File: config.mk
export PLATFORM = sky130hd
export DESIGN_NAME = smds_ctrl
export DESIGN_NICKNAME = d
export VERILOG_FILES = /design/src/hdl/smds_pkg.sv /design/src/hdl/smds_ctrl.sv
export SDC_FILE = /design/constraint.sdc
export NUM_CORES = 1
export LEC_CHECK = 0
export CAP_MARGIN = 20
export CORE_AREA = 5 5 42 44
export CTS_BUF_LIST = sky130_fd_sc_hd__clkbuf_4 sky130_fd_sc_hd__clkbuf_8 sky130_fd_sc_hd__clkbuf_16
export DETAILED_ROUTE_END_ITERATION = 6
export DIE_AREA = 0 0 47 49
export DONT_BUFFER_PORTS = 1
export PLACE_DENSITY = 0.31
export SLEW_MARGIN = 30
export SYNTH_ARGS = -nofsm -noshare
export SYNTH_HDL_FRONTEND = slang
export SYNTH_SLANG_ARGS = --single-unit
File: constraint.sdc
create_clock -name clk -period 1.1 [get_ports clk]
set_input_delay 0 -clock clk [delete_from_list [all_inputs] [get_ports clk]]
set_output_delay 0 -clock clk [all_outputs]
set_load 0.03 [all_outputs]
File: src/hdl/smds_pkg.sv
package smds_pkg;

    localparam int DEPTH      = 128;
    localparam int DATA_WIDTH = 32;
    localparam int ADDR_W     = $clog2(DEPTH);
    localparam int CNT_W      = $clog2(DEPTH + 1);
    localparam int POS_W      = 8;
    localparam int CMP_W      = (CNT_W > POS_W) ? CNT_W : POS_W;

    typedef enum logic [1:0] {
        FUNC_PUSH  = 2'd0,
        FUNC_POP   = 2'd1,
        FUNC_READ  = 2'd2,
        FUNC_CLEAR = 2'd3
    } func_t;

    typedef enum logic [1:0] {
        SEL_LOW  = 2'd0,
        SEL_HIGH = 2'd1,
        SEL_BOTH = 2'd2
    } sel_t;

    typedef enum logic [1:0] {
        ST_OK      = 2'd0,
        ST_FULL    = 2'd1,
        ST_EMPTY   = 2'd2,
        ST_BAD_POS = 2'd3
    } status_t;

    // Commands from the controller to the datapath.
    typedef struct packed {
        logic capture;
        logic exec;
        logic load_out;
    } cmd_t;

endpackage

File: src/hdl/smds_ctrl.sv
module smds_ctrl (
    input  logic               clk,
    input  logic               rst_n,
    input  logic               in_valid,
    output logic               in_ready,
    output logic               out_valid,
    input  logic               out_ready,
    output smds_pkg::cmd_t     cmd
);

    typedef enum logic [2:0] {
        S_IDLE = 3'b001,
        S_EXEC = 3'b010,
        S_RESP = 3'b100
    } state_t;

    state_t state_reg;
    state_t state_next;
    logic   out_valid_reg;
    logic   out_valid_next;

    assign in_ready  = (state_reg == S_IDLE);
    assign out_valid = out_valid_reg;

    always_comb
    begin
        state_next   = state_reg;
        cmd.capture  = 1'b0;
        cmd.exec     = 1'b0;
        cmd.load_out = 1'b0;
        case (state_reg)
            S_IDLE:
            begin
                if (in_valid)
                begin
                    cmd.capture = 1'b1;
                    state_next  = S_EXEC;
                end
            end
            S_EXEC:
            begin
                cmd.exec   = 1'b1;
                state_next = S_RESP;
            end
            S_RESP:
            begin
                // Wait until the output register is free.
                if (!out_valid_reg || out_ready)
                begin
                    cmd.load_out = 1'b1;
                    state_next   = S_IDLE;
                end
            end
            default:
            begin
                state_next = S_IDLE;
            end
        endcase
    end

    always_comb
    begin
        if (cmd.load_out)
        begin
            out_valid_next = 1'b1;
        end
        else if (out_ready)
        begin
            out_valid_next = 1'b0;
        end
        else
        begin
            out_valid_next = out_valid_reg;
        end
    end

    always_ff @(posedge clk or negedge rst_n)
    begin
        if (!rst_n)
        begin
            state_reg     <= S_IDLE;
            out_valid_reg <= 1'b0;
        end
        else
        begin
            state_reg     <= state_next;
            out_valid_reg <= out_valid_next;
        end
    end

    a_accept_to_exec: assert property (@(posedge clk) disable iff (!rst_n)
        (in_valid && in_ready) |=> (state_reg == S_EXEC))
        else $error("accepted beat did not move to execution");

    a_no_overwrite: assert property (@(posedge clk) disable iff (!rst_n)
        cmd.load_out |-> (!out_valid_reg || out_ready))
        else $error("pending response beat overwritten");

    a_resp_after_exec: assert property (@(posedge clk) disable iff (!rst_n)
        cmd.exec |=> (state_reg == S_RESP && !in_ready))
        else $error("execution not followed by response state");

endmodule

Word-level counts from Yosys, hierarchy flattened
Cells that the tools add are included.
{ "word_totals": {"ram_bits": 0, "latchBits": 0, "output_inout_bits": 5, "register_bits": 4, "memories": 0, "word_cells": 21, "mem_bits_ro": 0, "in_bits": 4} }
{ "op_classes": {"n_mux": 10, "n_bitwise": 0, "n_eq_ne": 5, "n_reduce_logical": 4, "shifts": 0, "n_lt_le_gt_ge": 0, "n_div": 0, "addsub": 0, "n_mul": 0} }
{ "op_table": {"columns": ["operator", "n"], "rows": [
  ["$pmux W3 S3", 1],
  ["$mux W1", 7],
  ["$mux W3", 2],
  ["$ne A2 B2 Y1 const B", 2],
  ["$eq A3 B1 Y1 const B", 1],
  ["$eq A3 B2 Y1 const B", 1],
  ["$eq A3 B3 Y1 const B", 1],
  ["$reduce_and A2 Y1", 1],
  ["$reduce_bool A2 Y1", 1],
  ["$logic_not A1 Y1", 1],
  ["$logic_or A1 B1 Y1", 1]
]} }

Longest topological paths before layout
Gate-level depths: netlist of the first run.
{ "logic_depth": {"ltp_word": 5, "mapped_depth": 3, "ltp_nobuf": 2} }

Worst setup path before layout of the first run
Ideal clock, no wire load.
{ "synth_path": {"path_kind": "register to output", "startpoint": "register state_reg[0]", "endpoint": "output port in_ready", "path_buffers": 0, "path_stages_with_launch": 3, "t_required_ns": 1.100, "arrival_ns": 1.298, "path_slack_ns": -0.198, "cell_sequence": "dfstp_2 inv_1 nor3_1"} }
{ "synth_via": {"elab_chain_cells": 1} }
{ "synth_rtl": {"columns": ["element", "line", "text"], "rows": [
  ["from (decl)", "smds_ctrl.sv:17", "state_t state_reg;"],
  ["from (signal assigned)", "smds_ctrl.sv:86", "state_reg <= state_next;"],
  ["$eq A3 B1 Y1", "smds_ctrl.sv:22", "assign in_ready = (state_reg == S_IDLE);"],
  ["to (decl)", "smds_ctrl.sv:5", "output logic in_ready,"]
]} }
No other way between the ends.

==> impl_metrics.py, run 1 <==
metrics = {
    "clock_tree": {
        "clkSinkCount": 4,
        "cts_root_buf": "clkbuf_4",
        "clk_pin_slew_worst_paths_ns": 0.04,
        "cts_max_path_buffers": 2,
        "clock_latency_ns": 0.24,
        "cts_buffers": 3,
        "h-tree-depth": 1,
        "cts_tree": "done",
    },
    "setup_path": {
        "critPathKind": "flop to output pin",
        "critPathTopFamily": "flip-flops",
        "cp_num_buf_inv": 1,
        "cp_slowest_stage_delay_ns": 0.41,
        "crit_path_cell_trace": "or3b_4, a21oi_2, buf_6",
        "start_kind": "flop",
        "crit_path_max_fanout": 6,
        "arrival_ns": 1.30,
        "crit_required_ns": 1.10,
        "end_kind": "output pin",
        "cp_slowest_cell": "dfrtp_1",
    },
    "routing": {
        "drt-initial-drc-count": 2,
        "drcViolationCount": 0,
        "dr_wl_met2_um": 257,
        "vias": 219,
        "wl_met3_um": 54,
        "wl_met1_um": 192,
        "route.top_layer_used": "met4",
        "viasPerCell": 4.21,
        "final_antenna_net_count": 0,
        "wl_um": 518,
        "dr.pass1.iters": 2,
        "routedWlPerCell_um": 9.96,
    },
    "sta": {
        "setup_slack_ns": -0.199,
        "slew_headroom": 0.881,
        "finClkSkew_ns": 0.00860,
        "rsz0062_at_grt": "yes",
        "setup_viol": 4,
        "fin_setup_tns_ns": -0.453,
        "fin_crit_ns": 1.30,
        "drv_slew": 0,
        "fmaxAchievable_mhz": 770,
        "hold_viol_final": 0,
        "worstMarginPinSlew_ns": 0.178,
        "finalCritPeriodShare": 1.18,
    },
    "placed_design": {
        "pre_cts_slack_ns": 0.000144,
        "placed_cell_area_um2": 292,
        "placed_cells": 41,
        "port_buffers": 0,
        "place.gp.congestion": 0.641,
    },
    "grt": {
        "gr-total-overflow": 0,
        "antenna_found_initial": 0,
        "grt_pass1_wl_um": 848,
        "grt_max_degree": 7,
        "track_usage": 0.0558,
        "grt_pass1_vias": 215,
    },
    "floorplan": {
        "die_w_um": 47,
        "die-area_um2": 2300,
        "die_h_um": 49,
        "core_area_um2": 1400,
        "rows": 14,
        "initial_utilization": 0.163,
        "io_pins": 9,
    },
    "cells_and_area": {
        "largest_reg_flops": 3,
        "fin_nets": 41,
        "instances_no_fill": 52,
        "nFillCells": 155,
        "antenna-diode-count": 0,
        "layout-drive-gt1-share": 0.722,
        "syn_to_final_growth_pct": 74.9,
        "final_cell_area_um2": 400,
    },
    "power": {
        "power.density_nw_per_um2": 2500,
        "total_power_mw": 1.00,
        "ir_worst_vdd_mv": 0.829,
        "cellLeakagePower_nw": 0.186,
    },
    "synth": {
        "synth_area_um2": 229,
        "synthArstFlopShare": 1.00,
        "ys_types": 13,
        "netlist_top_cells_count": "3 x and4bb_2, 3 x dfrtp_1, 3 x inv_1, 2 x buf_4",
        "synth.top_cell.area_share": 0.328,
        "synth-seq-cells": 4,
        "synthFlopType": "dfrtp_1",
        "syn_avg_cell_area_um2": 11.4,
        "synthesis.nets": 24,
        "synth_warnings": 0,
        "synth-edff-count": 0,
        "yosys.area.top_type": "dfrtp_1",
        "synthTopCellsByArea": "dfrtp_1 33%, and4bb_2 16%, dfstp_2 11%",
        "netlist_instances": 20,
        "ys_seq_area_frac": 0.443,
    },
    "status": {
        "failed_checks": "negative setup slack",
        "status": "finished with violations",
    },
    "min_path": {
        "hold_path_class": "input pin to asynchronous set/reset pin",
    },
    "flow_run": {
        "max-cap-violations": 0,
    },
}
[cells by family after synthesis]
kind of cell / count (synthesis) / share of synthesized area
and+or+nand+nor: 7 / 0.295
buffers and inverters: 5 / 0.115
AOI/OAI and AO/OA: 4 / 0.148
DFF: 4 / 0.443
[layer usage]
metal,global-route usage,vias up
met5,0,-
met4,0.0415,0
met3,0.0480,2
met2,0.0747,11
met1,0.0531,104
li1,-,102
[worst reg2reg max path: cells and delay by family (launching register included)]
| family | cells | cell delay [ns] |
|---|---|---|
| flops | 1 | 0.41 |
| simple gates | 1 | 0.18 |
| compound gates | 1 | 0.18 |
| buf+inv | 1 | 0.16 |
[layout by cell type, fill, tap and decap left out, types with 2 or more instances in the layout]
master,instances
buf_4,8
clkbuf_4,4
and4bb_2,3
dlygate4sd3_1,3
dfrtp_1,3
buf_6,3
inv_1,2
[per-stage QoR]
stage	hold WS [ns]	util
2_1_floorplan	-0.296	-
3_3_place_gp	-0.295	0.208
3_5_place_dp	-0.295	0.208
4_1_cts	0.0234	0.286
5_1_grt	0.0219	0.286
6_report	0.0285	0.286
[layout make-up]
cell class	count	area, um2	area share
clock buffer	4	30.0	0.0750
timing repair buffer	14	124	0.309
multi-input combinational	11	114	0.284
tap	16	20.0	0.0500
inverter	3	11.3	0.0281
sequential	4	101	0.253
[final timing paths]
path	startpoint	to	slack (ns)	depth (start not counted)
worst max register to register	state_reg[1]	state_reg[2]	0.07	3
max in group asynchronous	rst_n	state_reg[0]	0.83	1
min in group clk	in_valid	state_reg[0]	0.06	2
worst min-delay path	rst_n	state_reg[2]	0.03	1
worst min register to register	state_reg[0]	state_reg[0]	0.61	3
worst max-delay path	state_reg[1]	cmd[0]	-0.20	3
[power breakdown]
part | switching, mW | leakage [nW] | internal, mW
Combinational | 0.242 | 0.117 | 0.274
Sequential | 0.0566 | 0.0510 | 0.209
Clock | 0.0610 | 0.0184 | 0.161
[what timing repair did]
action / CTS / global route
resized for setup: 6 / 0
cloned: 0 / 0
hold endpoints to repair: 6 / 0
hold buffers: 3 / 0
setup endpoints to repair: 4 / 5
pin swaps: 1 / 1
buffers inserted: 4 / 0
(Power assumes the default switching activity.)
==> run 2: changes to the inputs <==
Clock period 1.1 ns to 1.6 ns, I/O delays scaled along.
==> impl_metrics.py, run 2 (synthesis gave the netlist of run 1 again) <==
metrics = {
    "power": {
        "clock_power_share": 0.272,
        "p_int_mw": 0.350,
        "p_sw_frac": 0.387,
        "power.density_nw_per_um2": 1850,
        "cellLeakagePower_nw": 0.133,
        "seqPwrFrac": 0.339,
        "ir_worst_vdd_mv": 0.582,
        "combPwrFrac": 0.390,
        "switching_power_mw": 0.221,
    },
    "cells_and_area": {
        "antenna-diode-count": 0,
        "fin_nets": 32,
        "largest_reg_flops": 3,
        "layout_common_cells": "4 x clkbuf_4, 3 x inv_1, 3 x and4bb_2, 3 x dlygate4sd3_1, 3 x dfrtp_1",
        "layout-drive-gt1-share": 0.481,
        "syn_to_final_growth_pct": 35.0,
        "final_common_cell": "clkbuf_4",
        "final_cell_area_um2": 309,
        "nFillCells": 167,
    },
    "clock_tree": {
        "h-tree-depth": 1,
        "clock_latency_ns": 0.24,
        "post_cts_buffers": 0,
        "ctsResizeCount": 0,
        "cts_root_buf": "clkbuf_4",
        "clkSinkCount": 4,
        "clk_pin_slew_worst_paths_ns": 0.04,
        "cts_max_path_buffers": 2,
        "cts_buffers": 3,
        "cts_tree": "done",
    },
    "placed_design": {
        "pre_cts_slack_ns": 0.450,
        "place.gp.congestion": 0.628,
        "port_buffers": 0,
        "placed_cell_area_um2": 249,
    },
    "floorplan": {
        "die_w_um": 47,
        "core_area_um2": 1400,
        "die_h_um": 49,
        "io_pins": 9,
        "die-area_um2": 2300,
        "rows": 14,
        "initial_utilization": 0.163,
    },
    "flow_run": {
        "max-cap-violations": 0,
    },
    "grt": {
        "grt_max_degree": 8,
        "antenna_found_initial": 0,
        "track_usage": 0.0538,
        "gr-total-overflow": 0,
        "grt_pass1_wl_um": 772,
        "grt_pass1_vias": 159,
    },
    "setup_path": {
        "crit_path_max_fanout": 7,
        "end_kind": "output pin",
        "arrival_ns": 1.40,
        "crit_required_ns": 1.60,
        "critPathKind": "flop to output pin",
        "start_kind": "flop",
        "rrSetupSlack_ns": 0.46,
    },
    "routing": {
        "vias": 173,
        "routedWlPerCell_um": 11.0,
        "viasPerCell": 4.02,
        "dr.pass1.iters": 4,
        "wl_um": 475,
        "drt-initial-drc-count": 12,
        "drcViolationCount": 0,
        "final_antenna_net_count": 0,
    },
    "status": {
        "status": "finished, final reports clean",
    },
    "sta": {
        "fmaxAchievable_mhz": 715,
        "setup_slack_ns": 0.202,
        "worstMarginPinSlew_ns": 0.386,
        "drv_slew": 0,
        "finClkSkew_ns": 0.0118,
        "rsz0062_at_grt": "no",
        "slew_headroom": 0.742,
        "setup_viol": 0,
        "fin_crit_ns": 1.40,
        "finalCritPeriodShare": 0.874,
        "hold_viol_final": 0,
        "fin_setup_tns_ns": 0,
    },
    "min_path": {
        "hold_path_class": "input pin to asynchronous set/reset pin",
    },
}
==> run 2: per-layer routing <==
metal	GRT usage	wire, um	vias up
met3	0.0701	91	0
li1	-	-	82
met2	0.0430	156	11
met4	0.0276	0	0
met1	0.0714	227	80
met5	0	0	-
==> run 2: critical path, cell delays in order, from the launching register on <==
cell and delay (ns):
dfrtp_1 0.42, or3b_1 0.41, a21oi_2 0.33
==> run 2: worst paths after layout <==
kind / to / depth (start not counted) / from
worst min-delay path: out_valid / 1 / rst_n
min in group clk: state_reg[0] / 2 / out_ready
worst max-delay path: cmd[0] / 2 / state_reg[2]
worst max register to register: state_reg[0] / 2 / out_valid
worst min register to register: state_reg[0] / 2 / state_reg[0]
max in group asynchronous: state_reg[0] / 1 / rst_n
==> run 2: timing repair <==
item / CTS / global route
setup endpoints to repair: 0 / 0
hold buffers: 3 / 0
endpoints found under the hold margin: 6 / 0
==> run 2: power groups by stage <==
stage / sequential [mW] / combinational (mW) / clock (mW)
floorplan: 0.181 / 0.182 / 0
global placement: 0.196 / 0.218 / 0
detailed placement: 0.196 / 0.219 / 0
CTS: 0.195 / 0.227 / 0.163
global route: 0.205 / 0.239 / 0.185
finish: 0.193 / 0.223 / 0.155
==> run 2: metrics by stage <==
step | utilization | power (mW) | std cells | hold WS, ns
2_1_floorplan | - | 0.362 | 20 | -0.296
3_3_place_gp | 0.178 | 0.414 | 36 | -0.295
3_5_place_dp | 0.178 | 0.415 | 36 | -0.295
4_1_cts | 0.221 | 0.584 | 43 | 0.0258
6_report | 0.221 | 0.572 | 43 | 0.0272
5_1_grt | 0.221 | 0.629 | 43 | 0.0242
==> run 2: cell type report <==
class / instances / area, um2 / share of cell area
flip-flops and latches: 4 / 101 / 0.328
multi-input cells: 11 / 101 / 0.328
repair buffers: 5 / 45.0 / 0.146
clock buffers: 4 / 30.0 / 0.0972
well taps: 16 / 20.0 / 0.0648
inverters: 3 / 11.3 / 0.0364
==> run 3: changes to the inputs <==
Settings changed: RECOVER_POWER from default to 50.
==> impl_metrics.py, run 3 (synthesis gave the netlist of run 1 again) <==
metrics = {
    "power": {
        "cellLeakagePower_nw": 0.132,
        "total_power_mw": 0.567,
        "ir_worst_vdd_mv": 0.568,
        "combPwrFrac": 0.393,
        "p_sw_frac": 0.391,
        "switching_power_mw": 0.222,
        "clock_power_share": 0.273,
        "p_int_mw": 0.346,
        "power.density_nw_per_um2": 1840,
        "seqPwrFrac": 0.334,
    },
    "floorplan": {
        "die_w_um": 47,
        "io_pins": 9,
        "die_h_um": 49,
        "rows": 14,
        "core_area_um2": 1400,
        "initial_utilization": 0.163,
        "die-area_um2": 2300,
    },
    "sta": {
        "finClkSkew_ns": 0.0119,
        "hold_viol_final": 0,
        "setup_viol": 0,
        "slew_headroom": 0.742,
        "setup_slack_ns": 0.203,
        "fmaxAchievable_mhz": 716,
        "rsz0062_at_grt": "no",
        "drv_slew": 0,
        "finalCritPeriodShare": 0.873,
        "fin_crit_ns": 1.40,
        "fin_setup_tns_ns": 0,
        "worstMarginPinSlew_ns": 0.386,
    },
    "setup_path": {
        "end_kind": "output pin",
        "start_kind": "flop",
        "crit_path_max_fanout": 7,
        "critPathKind": "flop to output pin",
        "crit_required_ns": 1.60,
        "arrival_ns": 1.40,
    },
    "routing": {
        "viasPerCell": 4.02,
        "final_antenna_net_count": 0,
        "vias": 173,
        "dr.pass1.iters": 4,
        "wl_um": 474,
        "drt-initial-drc-count": 12,
        "drcViolationCount": 0,
        "routedWlPerCell_um": 11.0,
    },
    "cells_and_area": {
        "largest_reg_flops": 3,
        "syn_to_final_growth_pct": 35.0,
        "layout-drive-gt1-share": 0.444,
        "instances_no_fill": 43,
        "layout_common_cells": "4 x clkbuf_4, 3 x inv_1, 3 x and4bb_2, 3 x dlygate4sd3_1, 3 x dfrtp_1",
        "final_cell_area_um2": 309,
        "fin_nets": 32,
        "antenna-diode-count": 0,
        "final_common_cell": "clkbuf_4",
    },
    "clock_tree": {
        "cts_max_path_buffers": 2,
        "cts_tree": "done",
        "cts_buffers": 3,
        "clock_latency_ns": 0.24,
        "h-tree-depth": 1,
        "post_cts_buffers": 0,
        "clkSinkCount": 4,
        "clk_pin_slew_worst_paths_ns": 0.04,
        "cts_root_buf": "clkbuf_4",
    },
    "grt": {
        "grt_pass1_vias": 159,
        "antenna_found_initial": 0,
        "gr-total-overflow": 0,
        "track_usage": 0.0538,
        "grt_pass1_wl_um": 772,
        "grt_max_degree": 8,
    },
    "placed_design": {
        "port_buffers": 0,
        "placed_cells": 36,
        "placed_cell_area_um2": 249,
        "place.gp.congestion": 0.628,
        "pre_cts_slack_ns": 0.450,
    },
    "min_path": {
        "hold_path_class": "input pin to asynchronous set/reset pin",
    },
    "status": {
        "status": "finished, final reports clean",
    },
    "flow_run": {
        "max-cap-violations": 0,
    },
}
-- run 3: changes by cell type in the layout (fill, tap and decap cells not counted) --
| cell | previous run | this run |
|---|---|---|
| dfstp_1 | 0 | 1 |
| dfstp_2 | 1 | 0 |
-- run 3: power by group through the flow --
stage	combinational, mW	sequential (mW)	clock (mW)
final	0.223	0.190	0.155
after global routing	0.238	0.201	0.185
after CTS	0.227	0.195	0.163
after detailed placement	0.219	0.196	0
after global placement	0.218	0.196	0
after floorplan	0.182	0.181	0
-- run 3: repair_timing --
action,4_1_cts,5_1_grt
endpoints found under the setup margin,0,0
gates resized for setup,0,0
hold buffers,3,0
hold endpoints to repair,6,0
-- run 3: layout make-up --
| class | count | area, um2 |
|---|---|---|
| tap | 16 | 20.0 |
| fill | 167 | 1090 |
| multi-input combinational | 11 | 101 |
| inverter | 3 | 11.3 |
| sequential | 4 | 101 |
| timing repair buffer | 5 | 45.0 |
| clock buffer | 4 | 30.0 |
-- run 3: critical path, stage by stage, from the launching register on --
cell	delay, ns
dfrtp_1	0.42
or3b_1	0.41
a21oi_2	0.33
-- run 3: worst paths after layout --
| path | start | endpoint | slack (ns) | cells after the start |
|---|---|---|---|---|
| worst max-delay path | state_reg[2] | cmd[0] | 0.20 | 2 |
| worst min-delay path | rst_n | out_valid | 0.03 | 1 |
| worst max register to register | out_valid | state_reg[0] | 0.46 | 2 |
| worst min register to register | state_reg[0] | state_reg[0] | 0.59 | 2 |
| max in group asynchronous | rst_n | state_reg[0] | 1.32 | 1 |
| min in group clk | out_ready | state_reg[0] | 0.15 | 2 |
-- run 3: per-stage QoR --
stage,utilization,hold WS (ns)
6_report,0.221,0.0273
2_1_floorplan,-,-0.296
5_1_grt,0.221,0.0243
3_5_place_dp,0.178,-0.295
4_1_cts,0.221,0.0258
3_3_place_gp,0.178,-0.295
-- run 3: routing by layer --
metal / GRT usage / up-vias / part of all wire
met2: 0.0430 / 11 / 0.33
li1: - / 82 / -
met5: 0 / - / 0
met1: 0.0714 / 80 / 0.48
met3: 0.0701 / 0 / 0.19
met4: 0.0276 / 0 / 0
